[config.mk]
export PLATFORM = sky130hd
export DESIGN_NAME = uad_win_col
export DESIGN_NICKNAME = d
export VERILOG_FILES = /design/src/design/uad_pkg.sv /design/src/design/uad_win_col.sv
export SDC_FILE = /design/constraint.sdc
export NUM_CORES = 1
export LEC_CHECK = 0
export BUFFER_PORTS_ARGS = -buffer_cell sky130_fd_sc_hd__buf_2
export CAP_MARGIN = 0
export CORE_MARGIN = 2
export CORE_UTILIZATION = 48
export DETAILED_ROUTE_END_ITERATION = 8
export PLACE_DENSITY = 0.95
export SYNTH_ARGS = -nofsm -noshare
export SYNTH_HDL_FRONTEND = slang
export SYNTH_SLANG_ARGS = --single-unit
[constraint.sdc]
create_clock -name clk_i -period 1.6 [get_ports clk_i]
set_input_delay 0.48 -clock clk_i [delete_from_list [all_inputs] [get_ports clk_i]]
set_output_delay 0.48 -clock clk_i [all_outputs]
set_load 0.01 [all_outputs]
[src/design/uad_pkg.sv]
`default_nettype none

package uad_pkg;

  // Default sizes of the streamed grid and the fixed-point format.
  localparam int unsigned MaxWidthDef  = 1024;
  localparam int unsigned MaxHeightDef = 1024;
  localparam int unsigned FracBitsDef  = 24;

  // Field widths fixed by the interface.
  localparam int unsigned SampleW  = 32;
  localparam int unsigned CoefW    = 32;
  localparam int unsigned DiffW    = SampleW + 1;
  localparam int unsigned ProdW    = CoefW + DiffW;
  localparam int unsigned SizeW    = 11;
  localparam int unsigned IdxW     = 10;
  localparam int unsigned DcoefW   = 31;
  localparam int unsigned CfgIdxW  = 3;
  localparam int unsigned CfgDataW = 32;

  // Smallest grid edge that still has an interior cell.
  localparam int unsigned MinSize = 3;

  // Configuration register indexes.
  localparam logic [CfgIdxW-1:0] CfgGridWidth  = 3'd0;
  localparam logic [CfgIdxW-1:0] CfgGridHeight = 3'd1;
  localparam logic [CfgIdxW-1:0] CfgAdvXCoef   = 3'd2;
  localparam logic [CfgIdxW-1:0] CfgAdvYCoef   = 3'd3;
  localparam logic [CfgIdxW-1:0] CfgDiffXCoef  = 3'd4;
  localparam logic [CfgIdxW-1:0] CfgDiffYCoef  = 3'd5;

  typedef logic signed [SampleW-1:0] sample_t;

  localparam sample_t SatMax = 32'sh7fff_ffff;
  localparam sample_t SatMin = 32'sh8000_0000;

  typedef struct packed {
    sample_t sample;
    logic    frame_start;
  } in_item_t;

  typedef struct packed {
    sample_t             new_value;
    logic [IdxW-1:0]     cell_row;
    logic [IdxW-1:0]     cell_col;
    logic                frame_last;
  } out_item_t;

  // One column of the 3x3 window, top row first.
  typedef struct packed {
    sample_t top;
    sample_t mid;
    sample_t bot;
  } win_col_t;

  // Position information that travels beside a cell through the pipeline.
  typedef struct packed {
    logic [IdxW-1:0] row;
    logic [IdxW-1:0] col;
    logic            last;
  } cell_meta_t;

endpackage

`default_nettype wire

[src/design/uad_win_col.sv]
`default_nettype none

module uad_win_col import uad_pkg::*; (
  input  wire logic     clk_i,
  input  wire logic     rst_ni,
  input  wire logic     en_i,
  input  wire win_col_t col_i,
  output win_col_t      col_o
);

  // One window column; on every new sample it takes over its newer
  // neighbor's column.
  win_col_t col_q;

  always_ff @(posedge clk_i or negedge rst_ni) begin
    if (!rst_ni) begin
      col_q <= '0;
    end else if (en_i) begin
      col_q <= col_i;
    end
  end

  assign col_o = col_q;

endmodule

`default_nettype wire

# Word-level counts from Yosys, hierarchy flattened
# Index checks and enable logic that the tools add are counted.
# Widths: inputs -> output; s select.
[totals] register_bits=96 latchBits=0 ramBits=0 rom_bits=0 input_bits=99 output_inout_bits=96 n_memories=0
[classes] add_sub_neg=0 n_mul=0 div_mod_pow=0 order_cmp=0 n_eq_ne=0 shifts=0 mux=0 bitwise_logic=0 reduce_logical=0

# Logic depth before layout (Yosys ltp)
[depth] depth_word=0 ltp_mapped=4 depth_no_buf=1

# Least setup slack after synthesis
# OpenSTA, ideal clock, no wires.
[synth_timing] path_type="input-to-reg" start="input en_i" end="register col_q, in the netlist col_o[21]" setup_ps=125 t_arrival_ps=1152 setup_slack_ps=323 path_stages=4 path_buffers=3 path_cell_list="buf_6 > buf_8 > buf_12 > mux2_4"
[synth_lines] element="start: declaration" line="uad_win_col.sv:6" rtl="input wire logic en_i,"
[synth_lines] element="end signal: assignment" line="uad_win_col.sv:19" rtl="col_q <= col_i;"
[synth_lines] element="end: declaration" line="uad_win_col.sv:13" rtl="win_col_t col_q;"
# No word-level cell between the ends.

# Worst setup path in the final report
[layout_timing] start="register col_q, in the netlist col_o[65]" end="output col_o[65] (netlist bit)"
[layout_lines] element="end: declaration" line="uad_win_col.sv:8" rtl="output win_col_t col_o"
# No word-level cell between the ends.

==> key figures <==
Worst setup path
  • Setup CP Type: reg2out
  • FF-to-FF End: col_o[65]$_DFFE_PN0P_
  • Critical path startpoint: col_o[65]$_DFFE_PN0P_
  • Reg2Reg Setup Slack: 0.82 ns
  • Crit path cell chain: buf_2
  • CP peak stage delay: 0.41 ns
  • Arr. time, crit path: 0.91 ns
  • Crit start category: flip-flop
  • Worst r2r src: col_o[65]$_DFFE_PN0P_
  • Crit. path cell count: 1
  • Slowest cell on crit path: dfrtp_1
  • Largest fanout on the critical path: 2
  • Crit. End Element: output pin
  • Worst Setup EP: col_o[65]
  • R2R depth: 1
  • Worst path required time: 1.12 ns
  • Top delay family on crit path: flip-flops
  • WP buf/inv: 1

Synthesis
  • Synth top area cells: dfrtp_1 (64%), mux2_2 (17%), mux2_4 (16%)
  • Ys async rst share: 1.00
  • Ys Warns: 0
  • Netlist cell types: 7
  • Post-synth EDFFs: 0
  • Post-Syn Instances: 203
  • Netlist Area Pre-Place: 3760 um2
  • Leading area contributor after synthesis: dfrtp_1
  • Post-synthesis sequential area ratio: 0.638
  • Share of the synthesized area in the top cell type: 0.638
  • Syn nets: 302
  • Synth top cells by count: dfrtp_1 (96), mux2_2 (56), mux2_4 (40)
  • Most frequent cell after synthesis: dfrtp_1
  • Synth Flop Type: dfrtp_1
  • Mean post-synth cell area: 18.5 um2
  • Synthesized flop and latch total: 96

Floorplan
  • Rows: 32
  • Die Wd: 92.6 um
  • CORE AREA: 7650 um2
  • Initial Util: 0.492
  • Die height: 92.6 um
  • # IOs: 195
  • Die ar.: 8570 um2

Power
  • Max VDD drop: 779 uV
  • P per Cell Area: 1080 nW/um2
  • Pleak: 2.59 nW

CTS
  • Resize count post-CTS: 0
  • Root Buffer: clkbuf_8
  • CTS Hold Buffers Added: 0
  • TritonCTS clock tree: done
  • Inserted Clock Buffers: 9
  • Clock Tree Buf Depth: 2
  • H-Tree Depth: 3
  • Post-CTS Setup Inserts: 0
  • CTS sink count: 96
  • Clock latency on the worst-skew pair: 0.35 ns
  • Clk pin slew, worst setup/hold paths: 0.10 ns

Timing
  • Final hold vios: 0
  • Crit path time final: 1.39 ns
  • Final hold slack: 0.163 ns
  • RSZ-0062 raised after global routing: false
  • Slew headroom: 0.677
  • Sum of negative setup slack: 0 ns
  • Part of the cycle the worst path needs: 0.871
  • Fmax: 0.717 GHz
  • Final setup violation count: 0
  • Worst clock skew: 0 ns
  • Final Max Slew Viols: 0
  • Setup ws final: 0.206 ns
  • Worst slew pin tran: 0.484 ns

Hold path
  • HP Class: in2async

Detailed routing
  • Wire per inst: 15.3 um
  • Routed Wire Length: 7800 um
  • Vias per cell: 4.71
  • Routed vias: 2406
  • Pre-antenna DRT Iters: 4
  • Final ANT Viol Nets: 0
  • # DRC: 0
  • Detailed Route Iter0 Violations: 62

Final layout
  • Multi-input gate area: 1230 um2
  • Max reg flops: 96
  • Area Growth Syn to Fin: 34.1%
  • Antenna diode count: 0
  • Reg area: 2400 um2
  • Post-route cell area: 5050 um2
  • Share of cells above drive strength 1: 0.763
  • Number of fill cells: 571
  • Final Non-Filler Cells: 511
  • # nets final: 503

Global route
  • GRT Overall Usage: 0.187
  • Global route total overflow: 0
  • Largest net degree at the start of global routing: 97
  • Vias in the first global route: 2561
  • First-pass GRT wire length: 12400 um
  • Initial antenna violation count: 0

Placed design
  • Pre-CTS WS: 0.152 ns
  • # placed instances: 495
  • Post-DP Area: 4830 um2
  • IO buf count: 194
  • Routability Congestion: 0.733
  • Dpl hpwl: 5760 um

Job
  • Max Cap Viol: 0

Outcome
  • Outcome: finished clean
## how the worst min path moves through the flow
stage,start,end,cells after the start
after floorplan,rst_ni,col_o[0]$_DFFE_PN0P_,0
after global placement,col_o[5]$_DFFE_PN0P_,col_o[5]$_DFFE_PN0P_,1
after detailed placement,col_o[51]$_DFFE_PN0P_,col_o[51]$_DFFE_PN0P_,1
after CTS,rst_ni,col_o[29]$_DFFE_PN0P_,2
after global routing,rst_ni,col_o[29]$_DFFE_PN0P_,2
final,rst_ni,col_o[29]$_DFFE_PN0P_,2
## placed cells by master, fill, tap and decap left out, drive strengths merged
| cell | n |
|---|---|
| bufinv | 2 |
| clkbuf | 11 |
| clkinvlp | 2 |
| buf | 201 |
| clkinv | 1 |
| dfrtp | 96 |
| mux2 | 96 |
## metal layers
layer  GRT usage  part of all wire  vias to the layer above
met4      0.0697             0.016                        0
met2       0.308              0.49                      123
met3      0.0610             0.089                       11
met1       0.230              0.40                     1162
met5           0                 0                        -
li1            -                 -                     1110
## where the power goes
| group | total (mW) | internal [mW] | switching, mW |
|---|---|---|---|
| registers | 2.79 | 2.67 | 0.125 |
| clock network | 1.72 | 0.921 | 0.798 |
| logic | 0.962 | 0.540 | 0.422 |
## through the flow
stage / total power, mW / utilization
finish: 5.47 / 0.660
global route: 5.74 / 0.660
CTS: 5.54 / 0.660
detailed placement: 3.81 / 0.631
global placement: 3.77 / 0.631
floorplan: 3.34 / -
## logic make-up (layout without fill, tap and decap cells)
group	after synthesis	after routing	synth area share
muxes	96	96	0.327
buffers and inverters	11	217	0.0349
DFF	96	96	0.638
## area by class of cell
class,count,share of cell area
Tap cell,102,0.0253
Clock inverter,5,0.0159
Multi-Input combinational cell,96,0.244
Timing Repair Buffer,201,0.211
Sequential cell,96,0.476
Clock buffer,11,0.0280
Note: power is estimated with default switching activity, not from simulation.
