## config.mk

```make
export PLATFORM = sky130hd
export DESIGN_NAME = uad_term
export DESIGN_NICKNAME = d
export VERILOG_FILES = /design/src/design/uad_pkg.sv /design/src/design/uad_term.sv
export SDC_FILE = /design/constraint.sdc
export NUM_CORES = 2
export LEC_CHECK = 0
export BUFFER_PORTS_ARGS = -buffer_cell sky130_fd_sc_hd__buf_2
export CORE_ASPECT_RATIO = 2
export CORE_UTILIZATION = 67
export DETAILED_ROUTE_END_ITERATION = 7
export GPL_ROUTABILITY_DRIVEN = 0
export PLACE_DENSITY = 0.88
export SETUP_SLACK_MARGIN = 0.05
export SLEW_MARGIN = 20
export SYNTH_ARGS = -nofsm -noshare
export SYNTH_HDL_FRONTEND = slang
export SYNTH_SLANG_ARGS = --single-unit
```

## constraint.sdc

```tcl
create_clock -name clk_i -period 10.45 [get_ports clk_i]
set_clock_uncertainty 0.2 [all_clocks]
set_input_delay 0.5225 -clock clk_i [delete_from_list [all_inputs] [get_ports clk_i]]
set_output_delay 0.5225 -clock clk_i [all_outputs]
set_load 0.01 [all_outputs]
```

## src/design/uad_pkg.sv

```systemverilog
`default_nettype none

package uad_pkg;

  // Default sizes of the streamed grid and the fixed-point format.
  localparam int unsigned MaxWidthDef  = 1024;
  localparam int unsigned MaxHeightDef = 1024;
  localparam int unsigned FracBitsDef  = 24;

  // Field widths fixed by the interface.
  localparam int unsigned SampleW  = 32;
  localparam int unsigned CoefW    = 32;
  localparam int unsigned DiffW    = SampleW + 1;
  localparam int unsigned ProdW    = CoefW + DiffW;
  localparam int unsigned SizeW    = 11;
  localparam int unsigned IdxW     = 10;
  localparam int unsigned DcoefW   = 31;
  localparam int unsigned CfgIdxW  = 3;
  localparam int unsigned CfgDataW = 32;

  // Smallest grid edge that still has an interior cell.
  localparam int unsigned MinSize = 3;

  // Configuration register indexes.
  localparam logic [CfgIdxW-1:0] CfgGridWidth  = 3'd0;
  localparam logic [CfgIdxW-1:0] CfgGridHeight = 3'd1;
  localparam logic [CfgIdxW-1:0] CfgAdvXCoef   = 3'd2;
  localparam logic [CfgIdxW-1:0] CfgAdvYCoef   = 3'd3;
  localparam logic [CfgIdxW-1:0] CfgDiffXCoef  = 3'd4;
  localparam logic [CfgIdxW-1:0] CfgDiffYCoef  = 3'd5;

  typedef logic signed [SampleW-1:0] sample_t;

  localparam sample_t SatMax = 32'sh7fff_ffff;
  localparam sample_t SatMin = 32'sh8000_0000;

  typedef struct packed {
    sample_t sample;
    logic    frame_start;
  } in_item_t;

  typedef struct packed {
    sample_t             new_value;
    logic [IdxW-1:0]     cell_row;
    logic [IdxW-1:0]     cell_col;
    logic                frame_last;
  } out_item_t;

  // One column of the 3x3 window, top row first.
  typedef struct packed {
    sample_t top;
    sample_t mid;
    sample_t bot;
  } win_col_t;

  // Position information that travels beside a cell through the pipeline.
  typedef struct packed {
    logic [IdxW-1:0] row;
    logic [IdxW-1:0] col;
    logic            last;
  } cell_meta_t;

endpackage

`default_nettype wire

```

## src/design/uad_term.sv

```systemverilog
`default_nettype none

module uad_term import uad_pkg::*; #(
  parameter int unsigned FRAC_BITS = FracBitsDef
) (
  input  wire logic                              clk_i,
  input  wire logic                              en_i,
  input  wire logic signed [CoefW-1:0]           coef_i,
  input  wire logic signed [DiffW-1:0]           diff_i,
  output logic signed [ProdW-FRAC_BITS-1:0]      term_o
);

  localparam int unsigned TermW = ProdW - FRAC_BITS;
  localparam logic signed [ProdW-1:0] RndHalf =
    {{TermW{1'b0}}, 1'b1, {(FRAC_BITS-1){1'b0}}};

  logic signed [ProdW-1:0] prod_d;
  logic signed [ProdW-1:0] prod_q;
  logic signed [ProdW-1:0] rnd_sum;
  logic signed [TermW-1:0] term_d;
  logic signed [TermW-1:0] term_q;

  // Exact product in the first stage, round to nearest with ties upward
  // in the second.
  assign prod_d  = coef_i * diff_i;
  assign rnd_sum = prod_q + RndHalf;
  assign term_d  = rnd_sum[ProdW-1:FRAC_BITS];

  always_ff @(posedge clk_i) begin
    if (en_i) begin
      prod_q <= prod_d;
      term_q <= term_d;
    end
  end

  assign term_o = term_q;

endmodule

`default_nettype wire

```

==> flow_summary.yaml, run 1 <==
outcome:
  status: "aborted with a tool error"
  stop_stage: "global routing (5_1_grt)"
  error: "[ERROR GRT-0116] Global routing finished with congestion. Check the congestion regions in the DRC Viewer."
yosys:
  synth.top_cell.area_share_pct: 55.70
  seq_area_frac_synth_pct: 6.241
  postSynthAreaPerCell_um2: 9.653
  ys.flop_type: "edfxtp_1"
  async_flop_share_pct: 0
  synthTopCellsByArea: "fa_1 (56%), inv_1 (9.8%), and2_1 (8.0%)"
  ys_ff_latch: 83
  synth.distinct_cells: 67
  netlist_instances: 4137
  synth_area_mm2: 0.03993
  syn_nets: 5498
  synth_warnings: 0
  synth-edff-count: 83
  synth_area_leader_cell: "fa_1"
clocking:
  cts_setup_buffers: 0
  htreeDepth: 3
  ctsResizeCount: 0
  hold_buffers: 0
  clock_sinks: 83
  cts_buffers: 9
  root_buffer: "clkbuf_16"
  clockBufferDepth: 2
floorplanning:
  start_util_pct: 67.73
  num_rows: 126
  num_io_pins: 108
  dieWidth_um: 174.6
  die_y_um: 347.3
global_route:
  grt_max_degree: 84
  grt_pass1_vias: 36740
  grt_pass1_wl_um: 208100
  grtUsageTotal_pct: 47.43
  overflow: 9
place:
  port_buffers: 107
  hpwlAfterDp_um: 94280
==> synthesized netlist by cell type (all sizes together), types with 2 or more instances <==
library cell and instances:
fa 1111, inv 1047, nand2 568, and2 512, clkbuf 201, ha 183
edfxtp 83, xnor2 68, nor2 64, a21oi 49, o21ai 31, nand3 30
xor2 27, a21o 21, and3 18, nand4 18, nand2b 12, nor3 12
o21bai 12, a211oi 8, a31oi 8, nor2b 5, buf 4, o211ai 4
o31ai 4, or3 4, o21a 3, o41ai 3, a31o 2, nor4 2
o2111ai 2, o211a 2, o22ai 2, or4 2
==> logic make-up after synthesis <==
| kind of cell | count (synthesis) | synth area share [%] |
|---|---|---|
| adder cells (fa/ha/maj) | 1294 | 61.43 |
| flip-flops | 83 | 6.241 |
| AND/OR/NAND/NOR | 1254 | 15.76 |
| AO/OA/AOI/OAI | 158 | 2.685 |
| XOR/XNOR | 95 | 2.084 |
| buffers and inverters | 1253 | 11.80 |
==> through the flow <==
step,hold slack [ns],cell area (um2),util (%),worst slack [ns],instances
4_1_cts,0.3773,41040,69.60,1.345,4836
3_3_place_gp,0.3551,40750,69.12,1.280,4820
2_1_floorplan,0.3412,39930,-,2.071,4137
3_5_place_dp,0.3618,40750,69.12,1.012,4820
==> metal layers <==
layer | GRT usage, % | GRT overflow
met3 | 22.74 | 0
met5 | 1.634 | 0
met4 | 50.40 | 5
met1 | 44.17 | 0
met2 | 72.36 | 4
==> inputs of run 2 (changes only) <==
- CORE_ASPECT_RATIO: 2 -> default
- CORE_UTILIZATION: 67 -> 40
- PLACE_DENSITY: 0.88 -> default
- PLACE_DENSITY_LB_ADDON: default -> 0.15
- SETUP_SLACK_MARGIN: 0.05 -> default
==> run 2 against run 1 <==
Against the previous run:
- area after synthesis unchanged
- synthesized cell count unchanged
- the run now ends clean
==> flow_summary.yaml, run 2 <==
timing:
  fmax_mhz: 112.5
  tightest_slew_ns: 1.035
  max_slew_margin_pct: 31.02
  period_share_pct: 85.08
  grt_setup_unrepaired: "no"
  fin_setup_tns_ns: 0
  maxSlewViolCount: 0
  min_period_ns: 8.891
  setup_viol: 0
  hold_viol_final: 0
worst_setup_path:
  start_kind: "input port"
  worst_ep_required_time_ns: 10.34
  path_buf_inv: 6
  worstPathArrival_ns: 8.79
  end_kind: "flip-flop"
  slowest_delay_ns: 0.76
  crit_top_cell: "fa_1"
  cp_slowest_cell: "fa_1"
  critPathMaxFanout: 16
  reg2reg_depth: 9
  critical_path_class: "input port to flip-flop"
  critPathTopFamily: "adder cells"
  cp.depth: 25
routing:
  via_count: 26930
  viasPerCell: 4.988
  routed_wl_um: 118800
  wl_met2_um: 58550
  wirelength_met1_um: 50730
  top_layer: "met4"
  routed-wl-met3_um: 5225
  drt_iter0_markers: 1634
  avgRoutedWirePerCell_um: 22.00
  drc: 0
  final_antenna_net_count: 0
  dr.pass1.iters: 5
cells_and_area:
  fill_cells: 9887
  largest_register_ffs: 42
  final_layout_size_suffix_gt1_share_pct: 4.794
  top_register: "prod_q"
  nets: 5465
  seq_area_mm2: 0.002492
  multi_input_area_mm2: 0.03273
  layout_commonest_cell: "fa_1"
  syn_to_final_growth_pct: 5.239
  final_cell_mix: "fa_1 (1111), inv_1 (1046), nand2_1 (566)"
place:
  port_buffers: 107
  hpwlAfterDp_um: 93950
yosys:
  synth_commonest_cells: "fa_1 (1111), inv_1 (1046), nand2_1 (566)"
  netlist_instances: 4137
  ys.flop_type: "edfxtp_1"
  seq_area_frac_synth_pct: 6.241
  synthTopCellsByArea: "fa_1 (56%), inv_1 (9.8%), and2_1 (8.0%)"
  async_flop_share_pct: 0
  synth_area_mm2: 0.03993
  synth-edff-count: 83
  syn_nets: 5498
  yosysMostFrequentCell: "fa_1"
  postSynthAreaPerCell_um2: 9.653
  ys_ff_latch: 83
  synth.distinct_cells: 67
  synth_area_leader_cell: "fa_1"
  synth_warnings: 0
  synth.top_cell.area_share_pct: 55.70
clocking:
  insertion_delay_ns: 0.35
  cts_setup_buffers: 0
  htreeDepth: 3
  path_clk_slew_ns: 0.06
  ctsResizeCount: 0
  clock_sinks: 83
  hold_buffers: 0
  cts_buffers: 9
  root_buffer: "clkbuf_16"
  cts_tree: "yes"
  clockBufferDepth: 2
global_route:
  grt_pass1_wl_um: 188400
  grtUsageTotal_pct: 24.87
  grt_pass1_vias: 30640
  grt_max_degree: 54
  overflow: 0
  antenna_found_initial: 6
floorplanning:
  die_y_um: 318.0
  die-area_mm2: 0.1011
  dieWidth_um: 318.0
  num_rows: 115
  num_io_pins: 108
  fp.coreArea_mm2: 0.09871
  start_util_pct: 40.46
run:
  cap_violations: 0
hold_path:
  holdPathStages: 1
  hold_path.class: "flip-flop to flip-flop"
outcome:
  status: "completed"
==> run 2: kinds of logic (layout without fill, tap and decap cells) <==
| logic type | Yosys count | in the layout | share of synthesized area [%] |
|---|---|---|---|
| xor+xnor | 95 | 95 | 2.084 |
| flops | 83 | 83 | 6.241 |
| fa+ha+maj | 1294 | 1294 | 61.43 |
| other cells | 0 | 3 | 0 |
| buf+inv | 1253 | 1225 | 11.80 |
| simple gates | 1254 | 1254 | 15.76 |
| compound gates | 158 | 158 | 2.685 |
==> run 2: stage by stage <==
stage	hold slack (ns)	cell area, um2	setup WS, ns	std cells	utilization [%]
final	0.3818	42030	1.559	5399	42.58
after global placement	0.3680	41720	1.130	5380	42.27
after floorplan	0.3412	39930	2.071	4137	-
after global routing	0.3868	42020	0.9891	5397	42.57
after CTS	0.3824	42020	1.492	5396	42.57
after detailed placement	0.3672	41720	1.138	5380	42.27
==> run 2: layer usage <==
layer	GRT usage, %	up-vias
li1	-	11730
met1	33.36	14400
met2	42.72	666
met3	2.127	135
met4	7.659	0
met5	0	-
==> run 2: path summary, 6_finish.rpt <==
| path | start | end | slack (ns) |
|---|---|---|---|
| max | diff_i[32] | prod_q[64]$_DFFE_PP_ | 1.56 |
| min | prod_q[64]$_DFFE_PP_ | term_o[40]$_DFFE_PP_ | 0.38 |
| max reg2reg | prod_q[33]$_DFFE_PP_ | term_o[39]$_DFFE_PP_ | 7.48 |
| min reg2reg | prod_q[64]$_DFFE_PP_ | term_o[40]$_DFFE_PP_ | 0.38 |
==> run 2: layout make-up <==
class / count / share of cell area [%]
antenna: 3 / 0.01786
sequential: 83 / 5.931
tap: 1287 / 3.832
inverter: 1048 / 9.360
clock inverter: 5 / 0.1489
timing repair buffer: 161 / 2.275
multi-input combinational: 2801 / 77.88
clock buffer: 11 / 0.5538
Power of run 2 is left out: the tool's default activity adds up to more than one toggle a clock period on the data nets, which glitch-free logic cannot reach.
